==> config.mk <==
export PLATFORM = sky130hd
export DESIGN_NAME = mlp_two_two_one_sgd_train
export DESIGN_NICKNAME = d
export VERILOG_FILES = /design/src/rtl/mlp221_pkg.sv /design/src/rtl/mlp221_mac.sv /design/src/rtl/mlp_two_two_one_sgd_train.sv
export SDC_FILE = /design/constraint.sdc
export NUM_CORES = 2
export LEC_CHECK = 0
export BUFFER_PORTS_ARGS = -buffer_cell sky130_fd_sc_hd__buf_2
export CAP_MARGIN = 20
export CORE_MARGIN = 3
export CORE_UTILIZATION = 38
export CTS_CLUSTER_DIAMETER = 50
export DETAILED_ROUTE_END_ITERATION = 7
export PLACE_DENSITY = 0.54
export SYNTH_ARGS = -nofsm -noshare
export SYNTH_HDL_FRONTEND = slang
export SYNTH_HIERARCHICAL = 1
export SYNTH_SLANG_ARGS = --single-unit
==> constraint.sdc <==
create_clock -name clock -period 20.4 [get_ports clock]
set_input_delay 2.04 -clock clock [delete_from_list [all_inputs] [get_ports clock]]
set_output_delay 2.04 -clock clock [all_outputs]
set_load 0.01 [all_outputs]
==> src/rtl/mlp221_pkg.sv <==
// Shared types, constants and arithmetic helpers for the 2-2-1 sigmoid network trainer.
// Holds the sigmoid lookup table, rounding and saturation helpers and sequencer step codes.
// No dependencies.
`default_nettype none

package mlp221_pkg;

   localparam int SIGMOID_ENTRIES = 256;
   localparam int FRACTION_BITS   = 12;
   localparam int SIG_IDX_W       = $clog2(SIGMOID_ENTRIES);
   localparam int UNIT            = 1 << FRACTION_BITS;
   localparam int SH_ONE          = FRACTION_BITS;
   localparam int SH_LOSS         = FRACTION_BITS + 1;
   localparam int SH_TWO          = 2 * FRACTION_BITS;

   // Datapath widths
   localparam int ACC_W = 48;
   localparam int OPA_W = 27;
   localparam int OPB_W = 17;

   // Actions; code three behaves as infer only
   localparam logic [1:0] ACT_LOAD     = 2'd0;
   localparam logic [1:0] ACT_INFER    = 2'd1;
   localparam logic [1:0] ACT_TRAIN    = 2'd2;
   localparam logic [1:0] ACT_RESERVED = 2'd3;

   // Sequencer steps: forward pass, loss, output delta, backward pass, updates
   localparam logic [4:0] ST_H0_X0   = 5'd0;
   localparam logic [4:0] ST_H0_X1   = 5'd1;
   localparam logic [4:0] ST_H0_B    = 5'd2;
   localparam logic [4:0] ST_H1_X0   = 5'd3;
   localparam logic [4:0] ST_H1_X1   = 5'd4;
   localparam logic [4:0] ST_H1_B    = 5'd5;
   localparam logic [4:0] ST_Y_H0    = 5'd6;
   localparam logic [4:0] ST_Y_H1    = 5'd7;
   localparam logic [4:0] ST_Y_B     = 5'd8;
   localparam logic [4:0] ST_Y_ACT   = 5'd9;
   localparam logic [4:0] ST_LOSS    = 5'd10;
   localparam logic [4:0] ST_DY      = 5'd11;
   localparam logic [4:0] ST_DYY     = 5'd12;
   localparam logic [4:0] ST_DOUT    = 5'd13;
   localparam logic [4:0] ST_WD0     = 5'd14;
   localparam logic [4:0] ST_LRDO    = 5'd15;
   localparam logic [4:0] ST_DH0_A   = 5'd16;
   localparam logic [4:0] ST_DH0_B   = 5'd17;
   localparam logic [4:0] ST_WD1     = 5'd18;
   localparam logic [4:0] ST_UWO0    = 5'd19;
   localparam logic [4:0] ST_DH1_A   = 5'd20;
   localparam logic [4:0] ST_DH1_B   = 5'd21;
   localparam logic [4:0] ST_UWO1    = 5'd22;
   localparam logic [4:0] ST_LRDH0   = 5'd23;
   localparam logic [4:0] ST_BH0     = 5'd24;
   localparam logic [4:0] ST_UWH0    = 5'd25;
   localparam logic [4:0] ST_UWH2    = 5'd26;
   localparam logic [4:0] ST_LRDH1   = 5'd27;
   localparam logic [4:0] ST_BH1     = 5'd28;
   localparam logic [4:0] ST_UWH1    = 5'd29;
   localparam logic [4:0] ST_UWH3    = 5'd30;
   localparam logic [4:0] ST_LAST    = 5'd31;

   typedef enum logic [1:0] {
      SEQ_IDLE = 2'b01,
      SEQ_RUN  = 2'b10
   } seq_state_type;

   typedef struct packed {
      logic enable;
      logic accumulate;
   } mac_ctrl_type;

   typedef logic [12:0] sig_table_type [SIGMOID_ENTRIES];

   // Long division by shift and subtract
   function automatic longint unsigned udiv64(longint unsigned num, longint unsigned den);
      longint unsigned q;
      longint unsigned r;
      q = 0;
      r = 0;
      for (int i = 63; i >= 0; i--) begin
         r = (r << 1) | ((num >> i) & 64'd1);
         if (r >= den) begin
            r = r - den;
            q = q | (64'd1 << i);
         end
      end
      return q;
   endfunction

   // Build the sigmoid table at elaboration: exp(-|x|) by Taylor series and repeated squaring
   function automatic sig_table_type build_sig_table();
      sig_table_type tbl;
      longint unsigned one;
      longint unsigned mid;
      longint unsigned p;
      longint unsigned m;
      longint unsigned a;
      longint unsigned u;
      longint unsigned t2;
      longint unsigned t3;
      longint unsigned t4;
      longint unsigned e;
      longint unsigned den;
      longint unsigned num;
      logic            pos;
      one = 64'd1 << 30;
      mid = 64'd1 << 39;
      for (int k = 0; k < SIGMOID_ENTRIES; k++) begin
         p   = ((64'(2 * k + 1)) << 39) / SIGMOID_ENTRIES;
         pos = (p >= mid);
         m   = pos ? p - mid : mid - p;
         a   = m >> FRACTION_BITS;
         u   = (a >> 10) << 6;
         t2  = (u * u) >> 30;
         t3  = (t2 * u) >> 30;
         t4  = (t3 * u) >> 30;
         e   = (one + (t2 >> 1) + udiv64(t4, 64'd24)) - u - udiv64(t3, 64'd6);
         for (int r = 0; r < 10; r++) begin
            e = (e * e + (one >> 1)) >> 30;
         end
         den = one + e;
         num = pos ? ((64'd1 << FRACTION_BITS) << 30) : (e << FRACTION_BITS);
         tbl[k] = 13'(udiv64(num + (den >> 1), den));
      end
      return tbl;
   endfunction

   localparam sig_table_type SIG_TABLE = build_sig_table();

   // Round half away from zero, dropping s fraction bits
   function automatic logic signed [ACC_W-1:0] rnd(logic signed [ACC_W-1:0] v, int s);
      logic signed [ACC_W-1:0] half;
      logic signed [ACC_W-1:0] mag;
      half = ACC_W'(1) <<< (s - 1);
      if (v >= 0) begin
         return (v + half) >>> s;
      end
      mag = -v;
      return -((mag + half) >>> s);
   endfunction

   // Saturate to a signed 16-bit word
   function automatic logic signed [15:0] sat16(logic signed [ACC_W-1:0] v);
      if (v > ACC_W'(32767)) begin
         return 16'sh7FFF;
      end
      if (v < -ACC_W'(32768)) begin
         return 16'sh8000;
      end
      return v[15:0];
   endfunction

   // Sigmoid lookup of a saturated pre-activation word
   function automatic logic [12:0] sigm(logic signed [15:0] s);
      logic [15:0]          biased;
      logic [16+SIG_IDX_W:0] scaled;
      biased = {~s[15], s[14:0]};
      scaled = (17+SIG_IDX_W)'(biased) * (17+SIG_IDX_W)'(SIGMOID_ENTRIES);
      return SIG_TABLE[scaled[15+SIG_IDX_W:16]];
   endfunction

endpackage

`default_nettype wire

==> src/rtl/mlp221_mac.sv <==
// Shared multiply-accumulate unit of the network trainer.
// Depends on mlp221_pkg for widths and the control struct.
`default_nettype none

module mlp221_mac (
   input  wire logic                                  clock,
   input  wire mlp221_pkg::mac_ctrl_type              ctrl,
   input  wire logic signed [mlp221_pkg::OPA_W-1:0]   op_a,
   input  wire logic signed [mlp221_pkg::OPB_W-1:0]   op_b,
   output logic signed [mlp221_pkg::ACC_W-1:0]        acc
);

   localparam int PROD_W = mlp221_pkg::OPA_W + mlp221_pkg::OPB_W;

   logic signed [PROD_W-1:0]              prod;
   logic signed [mlp221_pkg::ACC_W-1:0]   acc_ff;
   logic signed [mlp221_pkg::ACC_W-1:0]   acc_in;

   // Multiply, then add to the running sum or start a new one
   always_comb begin
      prod   = op_a * op_b;
      acc_in = (ctrl.accumulate ? acc_ff : '0) + mlp221_pkg::ACC_W'(prod);
   end

   always_ff @(posedge clock) begin
      if (ctrl.enable) begin
         acc_ff <= acc_in;
      end
   end

   assign acc = acc_ff;

endmodule

`default_nettype wire

==> src/rtl/mlp_two_two_one_sgd_train.sv <==
// Top level of the 2-2-1 sigmoid network with one-step gradient descent training.
// Depends on mlp221_pkg and mlp221_mac.
//
//   channel | ports                                   | handshake
//   --------+-----------------------------------------+---------------------------
//   request | start, busy, req_*                      | taken when start & !busy
//   result  | rsp_strobe, rsp_prediction, rsp_error_* | one-cycle strobe, no stall
//   csr     | csr_valid, csr_ready, csr_data          | taken when valid & ready
//
// A load transaction returns its result in the cycle after acceptance.
// Infer and train keep busy high while their steps run, all through the one shared
// multiply-accumulate unit, so the next transaction is taken only once busy falls.
// The result is strobed after the loss step; train keeps busy high for the weight
// updates that follow. Reset is synchronous and clears all weights and sets the
// learning rate to 410. The receiver cannot stall the result.
`default_nettype none

module mlp_two_two_one_sgd_train (
   input  wire logic               clock,
   input  wire logic               reset,
   input  wire logic               start,
   output logic                    busy,
   input  wire logic [1:0]         req_action,
   input  wire logic signed [15:0] req_input_a,
   input  wire logic signed [15:0] req_input_b,
   input  wire logic               req_target,
   input  wire logic [3:0]         req_weight_index,
   input  wire logic signed [15:0] req_weight_value,
   output logic                    rsp_strobe,
   output logic [12:0]             rsp_prediction,
   output logic [11:0]             rsp_error_loss,
   input  wire logic               csr_valid,
   output logic                    csr_ready,
   input  wire logic [12:0]        csr_data
);

   localparam int ACC_W = mlp221_pkg::ACC_W;
   localparam int OPA_W = mlp221_pkg::OPA_W;
   localparam int OPB_W = mlp221_pkg::OPB_W;

   mlp221_pkg::seq_state_type state_ff;
   logic [4:0]                step_ff;
   logic                      train_ff;
   logic [12:0]               lr_ff;

   logic signed [15:0]        wh_ff [4];
   logic signed [15:0]        bh_ff [2];
   logic signed [15:0]        wo_ff [2];
   logic signed [15:0]        bo_ff;

   logic signed [15:0]        x0_ff;
   logic signed [15:0]        x1_ff;
   logic                      t_ff;
   logic [12:0]               h0_ff;
   logic [12:0]               h1_ff;
   logic [12:0]               y_ff;
   logic signed [15:0]        dout_ff;
   logic signed [15:0]        wd_ff;
   logic signed [15:0]        dh0_ff;
   logic signed [15:0]        dh1_ff;
   logic signed [OPA_W-1:0]   lrd_ff;

   logic                      rsp_strobe_ff;
   logic [12:0]               rsp_prediction_ff;
   logic [11:0]               rsp_error_loss_ff;

   logic                      accept;
   logic signed [13:0]        d_w;
   logic signed [ACC_W-1:0]   acc;
   logic signed [ACC_W-1:0]   acc_r1;
   logic signed [ACC_W-1:0]   acc_r2;
   logic signed [ACC_W-1:0]   acc_rl;
   logic [12:0]               acc_sig;
   logic signed [OPA_W-1:0]   op_a;
   logic signed [OPB_W-1:0]   op_b;
   mlp221_pkg::mac_ctrl_type  mac_ctrl;

   assign accept    = start && (state_ff == mlp221_pkg::SEQ_IDLE);
   assign busy      = (state_ff == mlp221_pkg::SEQ_RUN);
   assign csr_ready = 1'b1;

   // Error term and rounded views of the accumulator
   always_comb begin
      d_w     = 14'($signed({1'b0, y_ff})) - (t_ff ? 14'(mlp221_pkg::UNIT) : 14'sd0);
      acc_r1  = mlp221_pkg::rnd(acc, mlp221_pkg::SH_ONE);
      acc_r2  = mlp221_pkg::rnd(acc, mlp221_pkg::SH_TWO);
      acc_rl  = mlp221_pkg::rnd(acc, mlp221_pkg::SH_LOSS);
      acc_sig = mlp221_pkg::sigm(mlp221_pkg::sat16(acc_r1));
   end

   // Select operands for the shared multiplier
   always_comb begin
      op_a     = '0;
      op_b     = '0;
      mac_ctrl = '{enable: busy, accumulate: 1'b0};
      case (step_ff)
         mlp221_pkg::ST_H0_X0: begin
            op_a = OPA_W'(x0_ff); op_b = OPB_W'(wh_ff[0]);
         end
         mlp221_pkg::ST_H0_X1: begin
            op_a = OPA_W'(x1_ff); op_b = OPB_W'(wh_ff[2]); mac_ctrl.accumulate = 1'b1;
         end
         mlp221_pkg::ST_H0_B: begin
            op_a = OPA_W'(bh_ff[0]); op_b = OPB_W'(mlp221_pkg::UNIT);
            mac_ctrl.accumulate = 1'b1;
         end
         mlp221_pkg::ST_H1_X0: begin
            op_a = OPA_W'(x0_ff); op_b = OPB_W'(wh_ff[1]);
         end
         mlp221_pkg::ST_H1_X1: begin
            op_a = OPA_W'(x1_ff); op_b = OPB_W'(wh_ff[3]); mac_ctrl.accumulate = 1'b1;
         end
         mlp221_pkg::ST_H1_B: begin
            op_a = OPA_W'(bh_ff[1]); op_b = OPB_W'(mlp221_pkg::UNIT);
            mac_ctrl.accumulate = 1'b1;
         end
         mlp221_pkg::ST_Y_H0: begin
            op_a = OPA_W'(wo_ff[0]); op_b = OPB_W'({4'b0000, h0_ff});
         end
         mlp221_pkg::ST_Y_H1: begin
            op_a = OPA_W'(wo_ff[1]); op_b = OPB_W'({4'b0000, h1_ff});
            mac_ctrl.accumulate = 1'b1;
         end
         mlp221_pkg::ST_Y_B: begin
            op_a = OPA_W'(bo_ff); op_b = OPB_W'(mlp221_pkg::UNIT);
            mac_ctrl.accumulate = 1'b1;
         end
         mlp221_pkg::ST_LOSS: begin
            op_a = OPA_W'(d_w); op_b = OPB_W'(d_w);
         end
         mlp221_pkg::ST_DY: begin
            op_a = OPA_W'(d_w); op_b = OPB_W'({4'b0000, y_ff});
         end
         mlp221_pkg::ST_DYY: begin
            op_a = acc[OPA_W-1:0];
            op_b = OPB_W'(14'(mlp221_pkg::UNIT) - 14'($signed({1'b0, y_ff})));
         end
         mlp221_pkg::ST_WD0: begin
            op_a = OPA_W'(wo_ff[0]); op_b = OPB_W'(dout_ff);
         end
         mlp221_pkg::ST_LRDO: begin
            op_a = OPA_W'(dout_ff); op_b = OPB_W'({4'b0000, lr_ff});
         end
         mlp221_pkg::ST_DH0_A: begin
            op_a = OPA_W'(wd_ff); op_b = OPB_W'({4'b0000, h0_ff});
         end
         mlp221_pkg::ST_DH0_B: begin
            op_a = acc[OPA_W-1:0];
            op_b = OPB_W'(14'(mlp221_pkg::UNIT) - 14'($signed({1'b0, h0_ff})));
         end
         mlp221_pkg::ST_WD1: begin
            op_a = OPA_W'(wo_ff[1]); op_b = OPB_W'(dout_ff);
         end
         mlp221_pkg::ST_UWO0: begin
            op_a = lrd_ff; op_b = OPB_W'({4'b0000, h0_ff});
         end
         mlp221_pkg::ST_DH1_A: begin
            op_a = OPA_W'(wd_ff); op_b = OPB_W'({4'b0000, h1_ff});
         end
         mlp221_pkg::ST_DH1_B: begin
            op_a = acc[OPA_W-1:0];
            op_b = OPB_W'(14'(mlp221_pkg::UNIT) - 14'($signed({1'b0, h1_ff})));
         end
         mlp221_pkg::ST_UWO1: begin
            op_a = lrd_ff; op_b = OPB_W'({4'b0000, h1_ff});
         end
         mlp221_pkg::ST_LRDH0: begin
            op_a = OPA_W'(dh0_ff); op_b = OPB_W'({4'b0000, lr_ff});
         end
         mlp221_pkg::ST_UWH0: begin
            op_a = lrd_ff; op_b = OPB_W'(x0_ff);
         end
         mlp221_pkg::ST_UWH2: begin
            op_a = lrd_ff; op_b = OPB_W'(x1_ff);
         end
         mlp221_pkg::ST_LRDH1: begin
            op_a = OPA_W'(dh1_ff); op_b = OPB_W'({4'b0000, lr_ff});
         end
         mlp221_pkg::ST_UWH1: begin
            op_a = lrd_ff; op_b = OPB_W'(x0_ff);
         end
         mlp221_pkg::ST_UWH3: begin
            op_a = lrd_ff; op_b = OPB_W'(x1_ff);
         end
         default: begin
            mac_ctrl.enable = 1'b0;
         end
      endcase
   end

   mlp221_mac u_mac (
      .clock (clock),
      .ctrl  (mac_ctrl),
      .op_a  (op_a),
      .op_b  (op_b),
      .acc   (acc)
   );

   // Sequence control: advance one step a cycle, drop back to idle when done
   always_ff @(posedge clock) begin
      if (reset) begin
         state_ff      <= mlp221_pkg::SEQ_IDLE;
         step_ff       <= mlp221_pkg::ST_H0_X0;
         rsp_strobe_ff <= 1'b0;
         lr_ff         <= 13'd410;
      end else begin
         rsp_strobe_ff <= 1'b0;
         if (csr_valid && csr_ready) begin
            lr_ff <= csr_data;
         end
         case (state_ff)
            mlp221_pkg::SEQ_IDLE: begin
               step_ff <= mlp221_pkg::ST_H0_X0;
               if (accept) begin
                  if (req_action == mlp221_pkg::ACT_LOAD) begin
                     rsp_strobe_ff <= 1'b1;
                  end else begin
                     state_ff <= mlp221_pkg::SEQ_RUN;
                  end
               end
            end
            mlp221_pkg::SEQ_RUN: begin
               step_ff <= step_ff + 5'd1;
               if (step_ff == mlp221_pkg::ST_DY) begin
                  rsp_strobe_ff <= 1'b1;
                  if (!train_ff) begin
                     state_ff <= mlp221_pkg::SEQ_IDLE;
                  end
               end
               if (step_ff == mlp221_pkg::ST_LAST) begin
                  state_ff <= mlp221_pkg::SEQ_IDLE;
               end
            end
            default: begin
               state_ff <= mlp221_pkg::SEQ_IDLE;
            end
         endcase
      end
   end

   // Weights: load on request, update during the backward pass
   always_ff @(posedge clock) begin
      if (reset) begin
         for (int i = 0; i < 4; i++) begin
            wh_ff[i] <= '0;
         end
         for (int j = 0; j < 2; j++) begin
            bh_ff[j] <= '0;
            wo_ff[j] <= '0;
         end
         bo_ff <= '0;
      end else if (accept && (req_action == mlp221_pkg::ACT_LOAD)) begin
         if (req_weight_index < 4'd4) begin
            wh_ff[req_weight_index[1:0]] <= req_weight_value;
         end else if (req_weight_index < 4'd6) begin
            bh_ff[req_weight_index[0]] <= req_weight_value;
         end else if (req_weight_index < 4'd8) begin
            wo_ff[req_weight_index[0]] <= req_weight_value;
         end else if (req_weight_index == 4'd8) begin
            bo_ff <= req_weight_value;
         end
      end else if (busy && train_ff) begin
         case (step_ff)
            mlp221_pkg::ST_DH1_A: wo_ff[0] <= mlp221_pkg::sat16(ACC_W'(wo_ff[0]) - acc_r2);
            mlp221_pkg::ST_LRDH0: begin
               wo_ff[1] <= mlp221_pkg::sat16(ACC_W'(wo_ff[1]) - acc_r2);
               bo_ff    <= mlp221_pkg::sat16(ACC_W'(bo_ff)
                           - mlp221_pkg::rnd(ACC_W'(lrd_ff), mlp221_pkg::SH_ONE));
            end
            mlp221_pkg::ST_BH0:  bh_ff[0] <= mlp221_pkg::sat16(ACC_W'(bh_ff[0]) - acc_r1);
            mlp221_pkg::ST_UWH2: wh_ff[0] <= mlp221_pkg::sat16(ACC_W'(wh_ff[0]) - acc_r2);
            mlp221_pkg::ST_LRDH1: wh_ff[2] <= mlp221_pkg::sat16(ACC_W'(wh_ff[2]) - acc_r2);
            mlp221_pkg::ST_BH1:  bh_ff[1] <= mlp221_pkg::sat16(ACC_W'(bh_ff[1]) - acc_r1);
            mlp221_pkg::ST_UWH3: wh_ff[1] <= mlp221_pkg::sat16(ACC_W'(wh_ff[1]) - acc_r2);
            mlp221_pkg::ST_LAST: wh_ff[3] <= mlp221_pkg::sat16(ACC_W'(wh_ff[3]) - acc_r2);
            default: begin
            end
         endcase
      end
   end

   // Capture inputs and intermediate values as the sequence produces them
   always_ff @(posedge clock) begin
      if (accept) begin
         x0_ff    <= req_input_a;
         x1_ff    <= req_input_b;
         t_ff     <= req_target;
         train_ff <= (req_action == mlp221_pkg::ACT_TRAIN);
      end
      if (accept && (req_action == mlp221_pkg::ACT_LOAD)) begin
         rsp_prediction_ff <= '0;
         rsp_error_loss_ff <= '0;
      end
      if (busy) begin
         case (step_ff)
            mlp221_pkg::ST_H1_X0: h0_ff <= acc_sig;
            mlp221_pkg::ST_Y_H0:  h1_ff <= acc_sig;
            mlp221_pkg::ST_Y_ACT: y_ff  <= acc_sig;
            mlp221_pkg::ST_DY: begin
               rsp_prediction_ff <= y_ff;
               rsp_error_loss_ff <= acc_rl[11:0];
            end
            mlp221_pkg::ST_DOUT:  dout_ff <= acc_r2[15:0];
            mlp221_pkg::ST_LRDO:  wd_ff   <= acc_r1[15:0];
            mlp221_pkg::ST_DH0_A: lrd_ff  <= acc[OPA_W-1:0];
            mlp221_pkg::ST_WD1:   dh0_ff  <= acc_r2[15:0];
            mlp221_pkg::ST_UWO0:  wd_ff   <= acc_r1[15:0];
            mlp221_pkg::ST_UWO1:  dh1_ff  <= acc_r2[15:0];
            mlp221_pkg::ST_BH0:   lrd_ff  <= acc[OPA_W-1:0];
            mlp221_pkg::ST_BH1:   lrd_ff  <= acc[OPA_W-1:0];
            default: begin
            end
         endcase
      end
   end

   assign rsp_strobe     = rsp_strobe_ff;
   assign rsp_prediction = rsp_prediction_ff;
   assign rsp_error_loss = rsp_error_loss_ff;

endmodule

`default_nettype wire

# Word-level counts from Yosys, hierarchy flattened
# Memories as Yosys holds them, arrays and structs flattened.
# Index checks and enable logic that the tools add are counted.
# op_classes
n_addsub,29
mul,1
div_mod_pow,0
order_cmp,26
n_eq_ne,43
shift,0
mux,298
bitwise_logic,10
n_reduce_logical,40
# ops
operator,n
$mux 16,90
$mux 48,11
$gt 48x16->1 const B,10
$lt 48x16->1 const B,10
$sub 16x48->48,9
$pmux 27 s14,1
$pmux 17 s16,1
$mux 1,175
$add 48x13->48 const B,3
$add 48x25->48 const B,2
$neg 36->48,2
$eq 5x5->1 const B,16
$mux 13,6
$mux 12,5
$add 25x14->25 const B,2
$add 48x48->48,1
$ge 48x1->1 const B,1
$neg 24->48,1
$neg 27->48,1
$neg 48->48,1
$reduce_or 16->1,3
$mul 27x17->44,1
$sub 13x13->14 const A,3
$eq 5x4->1 const B,8
36 further kinds,84
# word_totals
register_bits,274
latchBits,0
mem_bits_rw,128
romBits,3328
wordCells,471
mem_count,4
# mem_list
name,words,width,read_ports,rd_clocked_by_memory_dff,wr,line_no,rtl
(name not given),256,13,1,0,0,mlp221_pkg.sv:158,return SIG_TABLE[scaled[15+SIG_IDX_W:16]];
wh_ff,4,16,4,0,4,mlp_two_two_one_sgd_train.sv:46,logic signed [15:0] wh_ff [4];
bh_ff,2,16,2,0,2,mlp_two_two_one_sgd_train.sv:47,logic signed [15:0] bh_ff [2];
wo_ff,2,16,2,0,2,mlp_two_two_one_sgd_train.sv:48,logic signed [15:0] wo_ff [2];

# Longest topological paths before layout
# logic_depth
ltp_word,28
depth_mapped,51
depth_no_buf,47

# Hierarchy
# Netlist, hierarchy kept.
# by_module_without_submodules
module,n_inst,cells_per_inst,area_per_inst_um2
mlp_two_two_one_sgd_train,1,6623,50285.7
mlp221_mac,1,2225,20180.6

# Worst setup path after synthesis
# OpenSTA, ideal clock, no wires.
# synth_timing
path_kind,register to register
from,register step_ff[2]
to,"register u_mac.acc_ff, in the netlist u_mac/acc[46], data pin"
arrival_time_ns,10.288
required_time_ns,20.126
setup_slack_ns,9.838
stages_incl_launch_ff,48
period_less_slack_ns,10.562
path_cell_list,dfxtp_1 > clkbuf_1 > clkbuf_1 > buf_1 > clkbuf_1 > and3_1 > ha_1 > buf_1 > a22oi_1 > nand3_1 > a21oi_1 > nand2_1 > clkbuf_1 > a221o_1 > clkbuf_1 > nand2_1 > fa_1 > inv_1 > (+12 left out) > a21oi_1 > o211ai_1 > a22o_1 > a21oi_1 > o21ba_2 > a21oi_1 > a21o_1 > a31oi_1 > xnor2_1 > ha_1 > a21o_1 > a21oi_1 > o21ai_0 > a21oi_1 > nor2b_1 > o41ai_1 > o41ai_1 > xor2_1
# synth_via
elab_chain_cells,5
elab_cells_between_ends,49
classes_between,1 x add/sub; 1 x mul; 26 x eq/ne; 4 x mux; 17 x reduce/logical
# synth_rtl
element,line_no,rtl
from (decl),mlp_two_two_one_sgd_train.sv:42,logic [4:0] step_ff;
from (signal assigned),mlp_two_two_one_sgd_train.sv:203,step_ff <= mlp221_pkg::ST_H0_X0;
from (signal assigned),mlp_two_two_one_sgd_train.sv:213,step_ff <= mlp221_pkg::ST_H0_X0;
from (signal assigned),mlp_two_two_one_sgd_train.sv:223,step_ff <= step_ff + 5'd1;
$eq 5x5->1 (tied with other cells),mlp_two_two_one_sgd_train.sv:96,case (step_ff)
$reduce_or 6->1 (no line) (tied with other cells),n/a,
$pmux 27 s14 (*),mlp_two_two_one_sgd_train.sv:96,
net op_a[16],mlp_two_two_one_sgd_train.sv:74,logic signed [OPA_W-1:0] op_a;
$mul 27x17->44 (*),mlp221_mac.sv:21,prod = op_a * op_b;
$add 48x48->48 (*),mlp221_mac.sv:22,acc_in = (ctrl.accumulate ? acc_ff : '0) + mlp221_pkg::ACC_W'(prod);
net u_mac.acc_in (one bit),mlp221_mac.sv:17,logic signed [mlp221_pkg::ACC_W-1:0] acc_in;
to (signal assigned),mlp221_mac.sv:27,acc_ff <= acc_in;
to (decl),mlp221_mac.sv:16,logic signed [mlp221_pkg::ACC_W-1:0] acc_ff;
# The timed path passes the listed nets; every way through them passes the cells marked *.
# A chain may end at the register's enable or synchronous reset.

==> run_results.csv <==
group,metric,value,unit
setup_path,slowest_delay,0.72,ns
cts,cts_hold_buf,0,
floorplanning,design.die.area,0.1906,sq mm
synthesis,yosys.area_share.simple,0.2204,
timing,hold_viol,0,
floorplanning,fp.dieW,436.6,microns
cts,clockBufferDepth,3,
hold_path,min_path_cells,2,
timing,slew_viol_final,0,
cts,cts_tree,"built",
global_route,antenna_found_initial,16,
floorplanning,initial_utilization,0.3837,
timing,finalCriticalPeriod,12.63,ns
setup_path,arrival,13.02,ns
synthesis,synth-seq-cells,399,
placed_design,port-buffer-count,98,
synthesis,synthAdderAreaFrac,0.2324,
cts,worstSkewPairLatency,0.65,ns
flow_run,cap_violations,0,
drt,drc,0,
synthesis,synth_ff_type,"edfxtp_1",
timing,slew_headroom,0.2206,
floorplanning,pin_count,100,
timing,finalCritPeriodShare,0.6190,
placed_design,post-dp-hpwl,218700,microns
global_route,grt_pass1_wl,416900,microns
floorplanning,die_y,436.6,microns
setup_path,cpMostUsedCell,"a21oi_1",
synthesis,synth-warning-count,6,
power,peakVddDrop,0.2341,mV
setup_path,cpMaxStageDelayCell,"mux2i_1",
synthesis,async_reset_ff_frac,0,
global_route,grt_remaining_overflow,0,
final_layout,syn2layout_area_growth,7.758,%
global_route,grt_pass1_vias,65870,
floorplanning,core-area,0.1837,sq mm
global_route,grt_use_total,0.2803,
drt,drt-pass1-iter-count,8,
synthesis,synthesis.area,0.07047,sq mm
synthesis,synth_top_family_by_area,"adder cells",
timing,fmax,79.19,MHz
setup_path,cp.required,20.79,ns
power,powerDensity,183.9,mW/mm^2
synthesis,synth_compound_area_frac,0.2314,
power,p_leak,31.87,nW
drt,viasPerCell,6.108,
setup_path,reg2reg_depth,36,
cts,clk_pin_slew_worst_paths,0.06,ns
final_layout,num-nets-final,9863,
status,outcome,"finished, final reports clean",
drt,drt_iter0_drc,6936,
placed_design,place.gp.congestion,0.9952,
timing,setup_viol,0,
synthesis,synth.distinct_cells,125,
drt,ant_nets,0,
setup_path,critPathLaunchType,"flop",
cts,cts_buffers,56,
synthesis,synth_seq_area_share,0.1612,
hold_path,hp-class,"flop to flop",
global_route,grt_max_degree,137,
cts,postCtsSetupBuffers,0,
synthesis,syn_nets,9952,
cts,cts_resized,0,
power,power,13.97,mW
synthesis,synthCells,8848,
drt,wl,277700,microns
timing,setup-tns-final,0,ns
final_layout,utilization,0.4134,
timing,tightest_slew,1.169,ns
final_layout,drive_gt1_frac,0.06599,
timing,skew,0.05948,ns
synthesis,synth_edf_count,337,
setup_path,crit_type,"flop to flop",
setup_path,worst_setup_path_end_kind,"flop",
cts,clock_sinks,399,
drt,wl_per_cell,24.63,microns
cts,cts-htree-levels,2,
cts,cts_root_buf,"clkbuf_16",
synthesis,synth_mux_area_frac,0.008257,
setup_path,cp_max_fo,20,
drt,via_count,68870,
timing,rsz0062_at_grt,"no",
synthesis,syn_avg_cell_area,7.964,sq um
synthesis,synth_xor_area_frac,0.08228,
floorplanning,row_count,157,
registers in the layout, summed over array words and instances, names as in the netlist, 13 cells and up:
register	flops
wd_ff	16
dout_ff	16
lrd_ff	27
rsp_prediction	13
wo_ff	32
x0_ff	16
dh0_ff	16
bh_ff	32
u_mac/acc	48
wh_ff	64
bo_ff	16
lr_ff	13
x1_ff	16
dh1_ff	16
layer usage:
| metal | up-vias | track usage | part of all wire |
|---|---|---|---|
| met3 | 575 | 0.04365 | 0.080 |
| met4 | 8 | 0.1231 | 0.050 |
| met1 | 33700 | 0.3797 | 0.43 |
| met2 | 2882 | 0.4409 | 0.44 |
| li1 | 31700 | - | - |
| met5 | - | 0 | 0.00019 |
worst max-delay path: cells and delay by family (launching register included):
kind | cells | cell delay, ns
AND/OR/NAND/NOR | 12 | 3.87
multiplexers | 1 | 0.72
adder cells (fa/ha/maj) | 2 | 0.65
AO/OA/AOI/OAI | 14 | 4.90
flip-flops | 1 | 0.46
XOR/XNOR | 3 | 0.79
buffers and inverters | 4 | 0.95
Yosys cell counts, types with 225 or more instances:
cell | instances | area [sq um]
and2_1 | 307 | 1921
clkbuf_1 | 365 | 1370
nor2_1 | 605 | 2271
edfxtp_1 | 337 | 10120
nand3_1 | 279 | 1396
nand2_1 | 840 | 3153
nor3_1 | 225 | 1126
inv_1 | 759 | 2849
a21oi_1 | 638 | 3193
ha_1 | 576 | 7207
o21ai_0 | 457 | 2287
xnor2_1 | 458 | 4011
fa_1 | 456 | 9129
path summary, 6_finish.rpt:
check	from	to	slack (ns)
worst min register to register	rsp_prediction[5]	rsp_prediction[5]	0.45
worst max-delay path	u_mac/acc[8]	wo_ff[0][6]	7.77
worst min-delay path	rsp_prediction[5]	rsp_prediction[5]	0.45
worst max register to register	u_mac/acc[8]	wo_ff[0][6]	7.77
power breakdown:
part	leakage, nW	internal, mW	switching, mW
registers	3.72	1.21	0.118
logic	27.2	4.47	7.14
clock network	0.915	0.592	0.439
total	31.9	6.27	7.70
cells in the final DEF, fill, tap and decap left out, drive strengths merged, types with 37 or more instances in the layout:
cell type | Yosys | routed
a21o | 200 | 200
a221oi | 52 | 52
mux2i | 48 | 48
o21bai | 61 | 61
edfxtp | 337 | 337
inv | 759 | 771
buf | 57 | 275
xor2 | 197 | 197
clkbuf | 366 | 60
or2 | 64 | 64
nor2b | 89 | 89
and3 | 93 | 93
nand3 | 279 | 279
nand4 | 123 | 123
a22o | 37 | 37
or4 | 39 | 39
a22oi | 107 | 107
xnor2 | 458 | 458
ha | 576 | 576
a211oi | 88 | 88
and2 | 309 | 309
o21a | 73 | 73
nand2b | 84 | 84
o21ai | 482 | 482
nor2 | 605 | 605
o31ai | 53 | 53
o211ai | 76 | 76
or3 | 84 | 84
a21oi | 641 | 641
nor3 | 229 | 229
fa | 456 | 456
nor4 | 111 | 111
dfxtp | 62 | 62
a221o | 93 | 93
a31oi | 90 | 90
nand2 | 842 | 842
metrics by stage:
step           setup slack, ns  instances  hold WS, ns  cell area, sq um
2_1_floorplan            9.838       8848       0.4398             70470
5_1_grt                  6.886      11270       0.4727             75920
4_1_cts                  7.811      11270       0.4514             75870
3_3_place_gp             7.550      11160       0.4421             73920
3_5_place_dp             7.834      11160       0.4428             73940
6_report                 7.773      11280       0.4478             75930
kinds of logic (layout without fill, tap and decap cells):
| family | count (synthesis) | after routing |
|---|---|---|
| other | 1 | 8 |
| buffers and inverters | 1188 | 1145 |
| AO/OA/AOI/OAI | 2425 | 2425 |
| AND/OR/NAND/NOR | 3085 | 3085 |
| adder cells (fa/ha/maj) | 1036 | 1036 |
| flip-flops | 399 | 399 |
| multiplexers | 57 | 57 |
| XOR/XNOR | 657 | 657 |
area by class of cell:
| class | instances | area, sq um |
|---|---|---|
| clock buffer | 59 | 1413 |
| timing repair buffer | 276 | 1856 |
| fill | 18710 | 107700 |
| tap | 2464 | 3083 |
| inverter | 765 | 2872 |
| clock inverter | 45 | 521.8 |
| antenna | 7 | 17.52 |
| multi-input combinational | 7261 | 54810 |
| sequential | 399 | 11360 |
Power figures use the tool's default switching activity.
